### config.mk
export PLATFORM = sky130hd
export DESIGN_NAME = modbus_frame_crc_checker_core
export DESIGN_NICKNAME = d
export VERILOG_FILES = /design/src/rtl/mfcc_pkg.sv /design/src/rtl/mfcc_csr.sv /design/src/rtl/mfcc_frame_track.sv /design/src/rtl/modbus_frame_crc_checker_core.sv
export SDC_FILE = /design/constraint.sdc
export NUM_CORES = 1
export LEC_CHECK = 0
export BUFFER_PORTS_ARGS = -buffer_cell sky130_fd_sc_hd__buf_2
export CAP_MARGIN = 20
export CORE_MARGIN = 10
export CORE_UTILIZATION = 50
export CTS_BUF_LIST = sky130_fd_sc_hd__clkbuf_4
export CTS_CLUSTER_SIZE = 8
export DETAILED_ROUTE_END_ITERATION = 6
export HOLD_SLACK_MARGIN = 0.05
export PLACE_DENSITY_LB_ADDON = 0.15
export SETUP_SLACK_MARGIN = 0.4
export SYNTH_ARGS = -nofsm -noshare
export SYNTH_HDL_FRONTEND = slang
export SYNTH_SLANG_ARGS = --single-unit
### constraint.sdc
create_clock -name clock -period 3.25 [get_ports clock]
set_clock_uncertainty 0.1 [all_clocks]
set_input_delay 0.4875 -clock clock [delete_from_list [all_inputs] [get_ports clock]]
set_output_delay 0.4875 -clock clock [all_outputs]
set_load 0.005 [all_outputs]
### src/rtl/mfcc_pkg.sv
// shared types, constants and the crc byte update for the modbus frame crc checker
package mfcc_pkg;

   // frame limits and crc constants
   localparam int          MAX_FRAME_LENGTH = 255;
   localparam logic [15:0] CRC_POLY         = 16'hA001;
   localparam logic [15:0] CRC_PRESET       = 16'hFFFF;
   localparam logic [7:0]  MIN_LEN_RESET    = 8'd4;

   // register map
   localparam int          CSR_ADDR_W       = 3;
   localparam logic [0:0]  REG_MIN_LEN      = 1'b0;

   // input beat
   typedef struct packed {
      logic [7:0] data_byte;
      logic       last;
   } req_type;

   // result beat
   typedef struct packed {
      logic        frame_ok;
      logic        too_short;
      logic [7:0]  byte_count;
      logic [15:0] computed_crc;
   } rsp_type;

   // reflected crc-16, one byte, lsb first
   function automatic logic [15:0] crc_byte(input logic [15:0] crc, input logic [7:0] b);
      logic [15:0] c;
      c = crc ^ {8'h00, b};
      for (int k = 0; k < 8; k++) begin
         if (c[0]) begin
            c = (c >> 1) ^ CRC_POLY;
         end else begin
            c = c >> 1;
         end
      end
      return c;
   endfunction

endpackage

### src/rtl/mfcc_csr.sv
// apb-style register block holding the minimum frame length
module mfcc_csr (
   input  logic                               clock,
   input  logic                               reset,
   input  logic                               psel,
   input  logic                               penable,
   input  logic                               pwrite,
   input  logic [mfcc_pkg::CSR_ADDR_W-1:0]    paddr,
   input  logic [31:0]                        pwdata,
   output logic [31:0]                        prdata,
   output logic                               pready,
   output logic [7:0]                         min_len
);

   logic [7:0] min_len_ff;
   logic [7:0] min_len_in;
   logic       wr_en;
   logic       sel_min;

   // address decode
   assign sel_min = (paddr[mfcc_pkg::CSR_ADDR_W-1] == mfcc_pkg::REG_MIN_LEN);
   assign wr_en   = psel && penable && pwrite && sel_min;

   // register update
   always_comb begin
      min_len_in = min_len_ff;
      if (wr_en) begin
         min_len_in = pwdata[7:0];
      end
   end

   always_ff @(posedge clock) begin
      if (reset) begin
         min_len_ff <= mfcc_pkg::MIN_LEN_RESET;
      end else begin
         min_len_ff <= min_len_in;
      end
   end

   // read back
   assign prdata  = sel_min ? {24'h000000, min_len_ff} : 32'h00000000;
   assign pready  = 1'b1;
   assign min_len = min_len_ff;

endmodule

### src/rtl/mfcc_frame_track.sv
// running crc, two-byte delay line, byte count and the end-of-frame verdict
module mfcc_frame_track (
   input  logic                clock,
   input  logic                reset,
   input  logic                step,
   input  mfcc_pkg::req_type   item,
   input  logic [7:0]          min_len,
   output mfcc_pkg::rsp_type   verdict
);

   logic [15:0] crc_ff, crc_in;
   logic [7:0]  old_ff, old_in;
   logic [7:0]  new_ff, new_in;
   logic [7:0]  seen_ff, seen_in;
   logic [15:0] crc_next;
   logic [8:0]  sum;
   logic [7:0]  count;
   logic [15:0] trailing;
   logic        too_short;

   // byte leaving the delay line is not part of the trailer
   assign crc_next = (seen_ff >= 8'd2) ? mfcc_pkg::crc_byte(crc_ff, old_ff) : crc_ff;

   // saturating count including this byte
   assign sum   = {1'b0, seen_ff} + 9'd1;
   assign count = (sum > 9'(mfcc_pkg::MAX_FRAME_LENGTH)) ?
                  8'(mfcc_pkg::MAX_FRAME_LENGTH) : sum[7:0];

   // verdict on the last byte
   assign trailing  = {item.data_byte, new_ff};
   assign too_short = count < min_len;

   always_comb begin
      verdict.frame_ok     = !too_short && (count >= 8'd2) && (crc_next == trailing);
      verdict.too_short    = too_short;
      verdict.byte_count   = count;
      verdict.computed_crc = crc_next;
   end

   // state advance, cleared after each frame
   always_comb begin
      crc_in  = crc_ff;
      old_in  = old_ff;
      new_in  = new_ff;
      seen_in = seen_ff;
      if (step) begin
         if (item.last) begin
            crc_in  = mfcc_pkg::CRC_PRESET;
            old_in  = 8'h00;
            new_in  = 8'h00;
            seen_in = 8'h00;
         end else begin
            crc_in  = crc_next;
            old_in  = new_ff;
            new_in  = item.data_byte;
            seen_in = count;
         end
      end
   end

   always_ff @(posedge clock) begin
      if (reset) begin
         crc_ff  <= mfcc_pkg::CRC_PRESET;
         old_ff  <= 8'h00;
         new_ff  <= 8'h00;
         seen_ff <= 8'h00;
      end else begin
         crc_ff  <= crc_in;
         old_ff  <= old_in;
         new_ff  <= new_in;
         seen_ff <= seen_in;
      end
   end

endmodule

### src/rtl/modbus_frame_crc_checker_core.sv
// top level of the modbus rtu frame crc checker
// Frame bytes enter one beat at a time on req, the final byte flagged by last; one result
// beat per frame leaves on rsp when the final byte has been processed. A byte is held
// in the input register; for the final byte, the verdict is then registered in the
// result register. The block takes one byte every cycle; only a final byte waits when
// an earlier result is still untaken. The limit is the eight-bit unrolled crc update.
// min_frame_length sits at byte address 0 and resets to 4; write it while idle.
module modbus_frame_crc_checker_core (
   input  logic                               clock,
   input  logic                               reset,
   input  logic                               req_valid,
   output logic                               req_ready,
   input  mfcc_pkg::req_type                  req_data,
   output logic                               rsp_valid,
   input  logic                               rsp_ready,
   output mfcc_pkg::rsp_type                  rsp_data,
   input  logic                               psel,
   input  logic                               penable,
   input  logic                               pwrite,
   input  logic [mfcc_pkg::CSR_ADDR_W-1:0]    paddr,
   input  logic [31:0]                        pwdata,
   output logic [31:0]                        prdata,
   output logic                               pready
);

   logic              in_valid_ff, in_valid_in;
   mfcc_pkg::req_type in_ff, in_in;
   logic              out_valid_ff, out_valid_in;
   mfcc_pkg::rsp_type out_ff, out_in;
   mfcc_pkg::rsp_type verdict;
   logic [7:0]        min_len;
   logic              fire;

   // configuration registers
   mfcc_csr u_csr (
      .clock   (clock),
      .reset   (reset),
      .psel    (psel),
      .penable (penable),
      .pwrite  (pwrite),
      .paddr   (paddr),
      .pwdata  (pwdata),
      .prdata  (prdata),
      .pready  (pready),
      .min_len (min_len)
   );

   // frame state and verdict
   mfcc_frame_track u_track (
      .clock   (clock),
      .reset   (reset),
      .step    (fire),
      .item    (in_ff),
      .min_len (min_len),
      .verdict (verdict)
   );

   // a held byte moves on unless it is final and the result slot stays full
   assign fire      = in_valid_ff && (!in_ff.last || !out_valid_ff || rsp_ready);
   assign req_ready = !in_valid_ff || fire;

   // input register
   always_comb begin
      in_valid_in = in_valid_ff;
      in_in       = in_ff;
      if (req_valid && req_ready) begin
         in_valid_in = 1'b1;
         in_in       = req_data;
      end else if (fire) begin
         in_valid_in = 1'b0;
      end
   end

   // result register
   always_comb begin
      out_valid_in = out_valid_ff;
      out_in       = out_ff;
      if (fire && in_ff.last) begin
         out_valid_in = 1'b1;
         out_in       = verdict;
      end else if (rsp_ready) begin
         out_valid_in = 1'b0;
      end
   end

   always_ff @(posedge clock) begin
      if (reset) begin
         in_valid_ff  <= 1'b0;
         out_valid_ff <= 1'b0;
      end else begin
         in_valid_ff  <= in_valid_in;
         out_valid_ff <= out_valid_in;
      end
      in_ff  <= in_in;
      out_ff <= out_in;
   end

   assign rsp_valid = out_valid_ff;
   assign rsp_data  = out_ff;

`ifndef SYNTHESIS
   // a held byte only stalls when it is final and the result beat is blocked
   a_stall_cause: assert property (@(posedge clock) disable iff (reset)
      in_valid_ff && !fire |-> in_ff.last && out_valid_ff && !rsp_ready)
      else $error("input stalled without a blocked result");

   // a processed final byte always shows up as a result beat
   a_final_result: assert property (@(posedge clock) disable iff (reset)
      fire && in_ff.last |=> rsp_valid)
      else $error("final byte gave no result");

   // a good frame is never short and holds at least the two crc bytes
   a_ok_consistent: assert property (@(posedge clock) disable iff (reset)
      rsp_valid && rsp_data.frame_ok |-> !rsp_data.too_short && (rsp_data.byte_count >= 8'd2))
      else $error("frame_ok with inconsistent length");
`endif

endmodule
==> impl_metrics.yaml <==
run_status:
  run_status: "finished clean"
yosys:
  synth.most_common_cell: "nand2_1"
  synth-warning-count: 0
  yosys.area.top_type_share: 0.236
  syn_area_per_cell_um2: 9.01
  synth_area_leader_cell: "edfxtp_1"
  synth.top_cells.by_count: "79 x nand2_1, 50 x dfxtp_1, 35 x edfxtp_1"
  yosys_register_bits: 85
  synth_area_leaders: "edfxtp_1 24%, dfxtp_1 22%, nand2_1 6.7%, buf_4 4.4%, xnor2_1 4.3%"
  mappedNetlistArea_um2: 4460
  synth_enable_flop_cells: 35
  synth_seq_area_share: 0.460
  yosys.cell_types.count: 57
  synth_async_sr_flop_share: 0
  prevailing_post_synth_register_cell: "dfxtp_1"
  syn_inst: 495
finish:
  area_growth_syn_to_fin_pct: 14.8
  layout.area.seq_um2: 2060
  multi_input_area_um2: 2200
  finished_layout_cell_area_um2: 5120
  n_fill_cell: 771
  nNetsFinal: 615
  drive_gt1_frac: 0.227
  n_antenna_cell: 0
grt:
  first_global_vias: 3497
  grt_use_total: 0.165
  first_pass_grt_wire_length_mm: 17.6
  antenna_found_initial: 0
  pin_count_of_the_biggest_net_entering_global_routing: 34
  globalRouteOverflowTotal: 0
detailed_routing:
  detail_route.first_pass.iterations: 4
  antenna_left: 0
  detail_route.vias_per_cell: 5.30
  detail_route.drc_violations: 0
  avgRoutedWirePerCell_um: 16.4
  dr.first_iter.drc_count: 183
  via_count: 3540
  postRouteWirelength_mm: 10.9
min_path:
  worst_hold_path_type: "input port to flop"
  hold_depth: 1
pwr:
  power_leakage_nw: 2.02
  ir_drop_uv: 201
  report.power.total_w: 0.00202
  pwr_density_cell_nw_per_um2: 395
setup_path:
  ff2ff_path_depth: 12
  max_stage_delay_cell_worst_path: "dfxtp_4"
  timing.critical_path.from_type: "flop"
  cp_slowest_stage_delay_ns: 0.40
  critPathCaptureType: "flop"
  cp_cell_sequence: "inv_4, ha_4, or2_4, a2111oi_4, o211ai_1, or2_4, nand2_4, ha_4, a21o_1, maj3_2, a31oi_4, nor4bb_2"
  wp_data_arrival_ns: 3.07
  cp_max_fo: 4
  cp_data_required_time_ns: 3.34
  setup.worst_path.class: "flop to flop"
clock_network:
  clk_pin_slew_worst_paths_ns: 0.13
  worstSkewPairLatency_ns: 0.42
  cts_buffer_count: 9
  cts.root.buffer_cell: "clkbuf_4"
  clock_sinks: 85
  postCtsHoldBufs: 0
  ctsHtreeMaxLevel: 3
  cts-root-to-sink-buffers: 2
  tritoncts: "yes"
timing:
  period_minus_slack_ns: 2.99
  hold-worst-slack_ns: 0.129
  final_min_period_over_clock_period: 0.919
  fin_setup_tns_ns: 0
  tightestPinTransition_ns: 0.934
  setup_ws_ns: 0.264
  max_clock_freq_mhz: 335
  grt_setup_unrepaired: "true"
  slew_viol_final: 0
  setup_viol: 0
  slew-limit-headroom: 0.374
  final-hold-violation-count: 0
die:
  die_x_um: 114
  dieHeight_um: 114
  die_ar_um2: 13100
  num_rows: 34
  floorplan.initialDensity: 0.511
  io-pin-count: 112
  core_area_um2: 8720
place:
  port_bufs: 60
  place_area_um2: 4850
  place_ws_ns: 0.121
  finalWeightedCongestion: 0.889
  detailedPlacementHpwl_mm: 7.87
flow_run:
  max_cap_violations: 0
-- worst max-delay path, delay by kind of cell, from the launching register on --
kind            cells  cell delay [ns]
compound gates      4             0.77
fa+ha+maj           3             0.72
buf+inv             1             0.04
flops               1             0.40
simple gates        4             0.72
-- final cells by class --
class                   instances  area share
multi-input cells             351       0.430
flip-flops and latches         85       0.403
repair buffers                 84      0.0963
well taps                     108      0.0264
inverters                      25      0.0188
clock buffers                  11      0.0161
clock inverters                 4     0.00978
-- sequential cells by signal, indices dropped and copies added (netlist names) --
register,flops
u_track.new_ff,8
u_track.old_ff,8
rsp_valid,1
u_track.crc_ff,16
u_track.seen_ff,8
in_valid_ff,1
u_csr.min_len,8
rsp_data,26
in_ff,9
-- power by group --
group	switching, W	internal [W]
Clock	0.000357	0.000247
Combinational	0.000139	0.000103
Sequential	0.0000352	0.00114
-- path summary, 6_finish.rpt --
check	from	endpoint	slack (ns)
setup / recovery	u_track.seen_ff[0]	rsp_data[25]	0.26
hold / removal	req_data[7]	in_ff[7]	0.13
setup reg to reg	u_track.seen_ff[0]	rsp_data[25]	0.26
hold reg to reg	u_csr.min_len[4]	u_csr.min_len[4]	0.37
-- logic make-up after synthesis --
group                    share of synthesized area
AND/OR/NAND/NOR                              0.209
AO/OA/AOI/OAI                                0.118
buffers and inverters                       0.0915
XOR/XNOR                                    0.0805
other                                      0.00168
multiplexers                                0.0140
flip-flops                                   0.460
adder cells (fa/ha/maj)                     0.0247
-- timing repair --
| item | CTS | global route |
|---|---|---|
| pin swaps | 2 | 9 |
| cloned | 0 | 0 |
| gates resized for setup | 5 | 8 |
| setup endpoints to repair | 2 | 2 |
| buffers inserted | 2 | 9 |
-- through the flow --
stage / utilization / cells
5_1_grt: 0.587 / 668
4_1_cts: 0.575 / 659
2_1_floorplan: - / 518
6_report: 0.587 / 668
3_3_place_gp: 0.557 / 642
3_5_place_dp: 0.557 / 642
-- cell usage in the layout, fill, tap and decap left out, types with 3 or more instances in the layout --
cell type,count
nand2_1,78
buf_2,60
dfxtp_1,47
edfxtp_1,35
nor2_1,33
a21oi_1,32
conb_1,25
inv_1,24
nand3_1,24
buf_4,23
xnor2_1,22
nand3b_1,12
clkbuf_4,11
o211ai_1,8
xor2_1,8
o21ai_0,8
or3_1,7
a31oi_1,6
o21ai_1,6
nor4_1,5
nand4_1,4
mux2i_1,4
and2_1,4
a22oi_1,4
ha_4,4
ha_1,4
nor2b_1,3
and3_1,3
a221oi_1,3
a211oi_1,3
nor3_1,3
-- layer usage --
layer / vias up / wire, um / GRT usage
met1: 1628 / 4900 / 0.222
met5: - / 0 / 0
li1: 1776 / - / -
met3: 22 / 652 / 0.0351
met2: 114 / 5080 / 0.257
met4: 0 / 294 / 0.0551
Note: power is estimated with default switching activity, not from simulation.
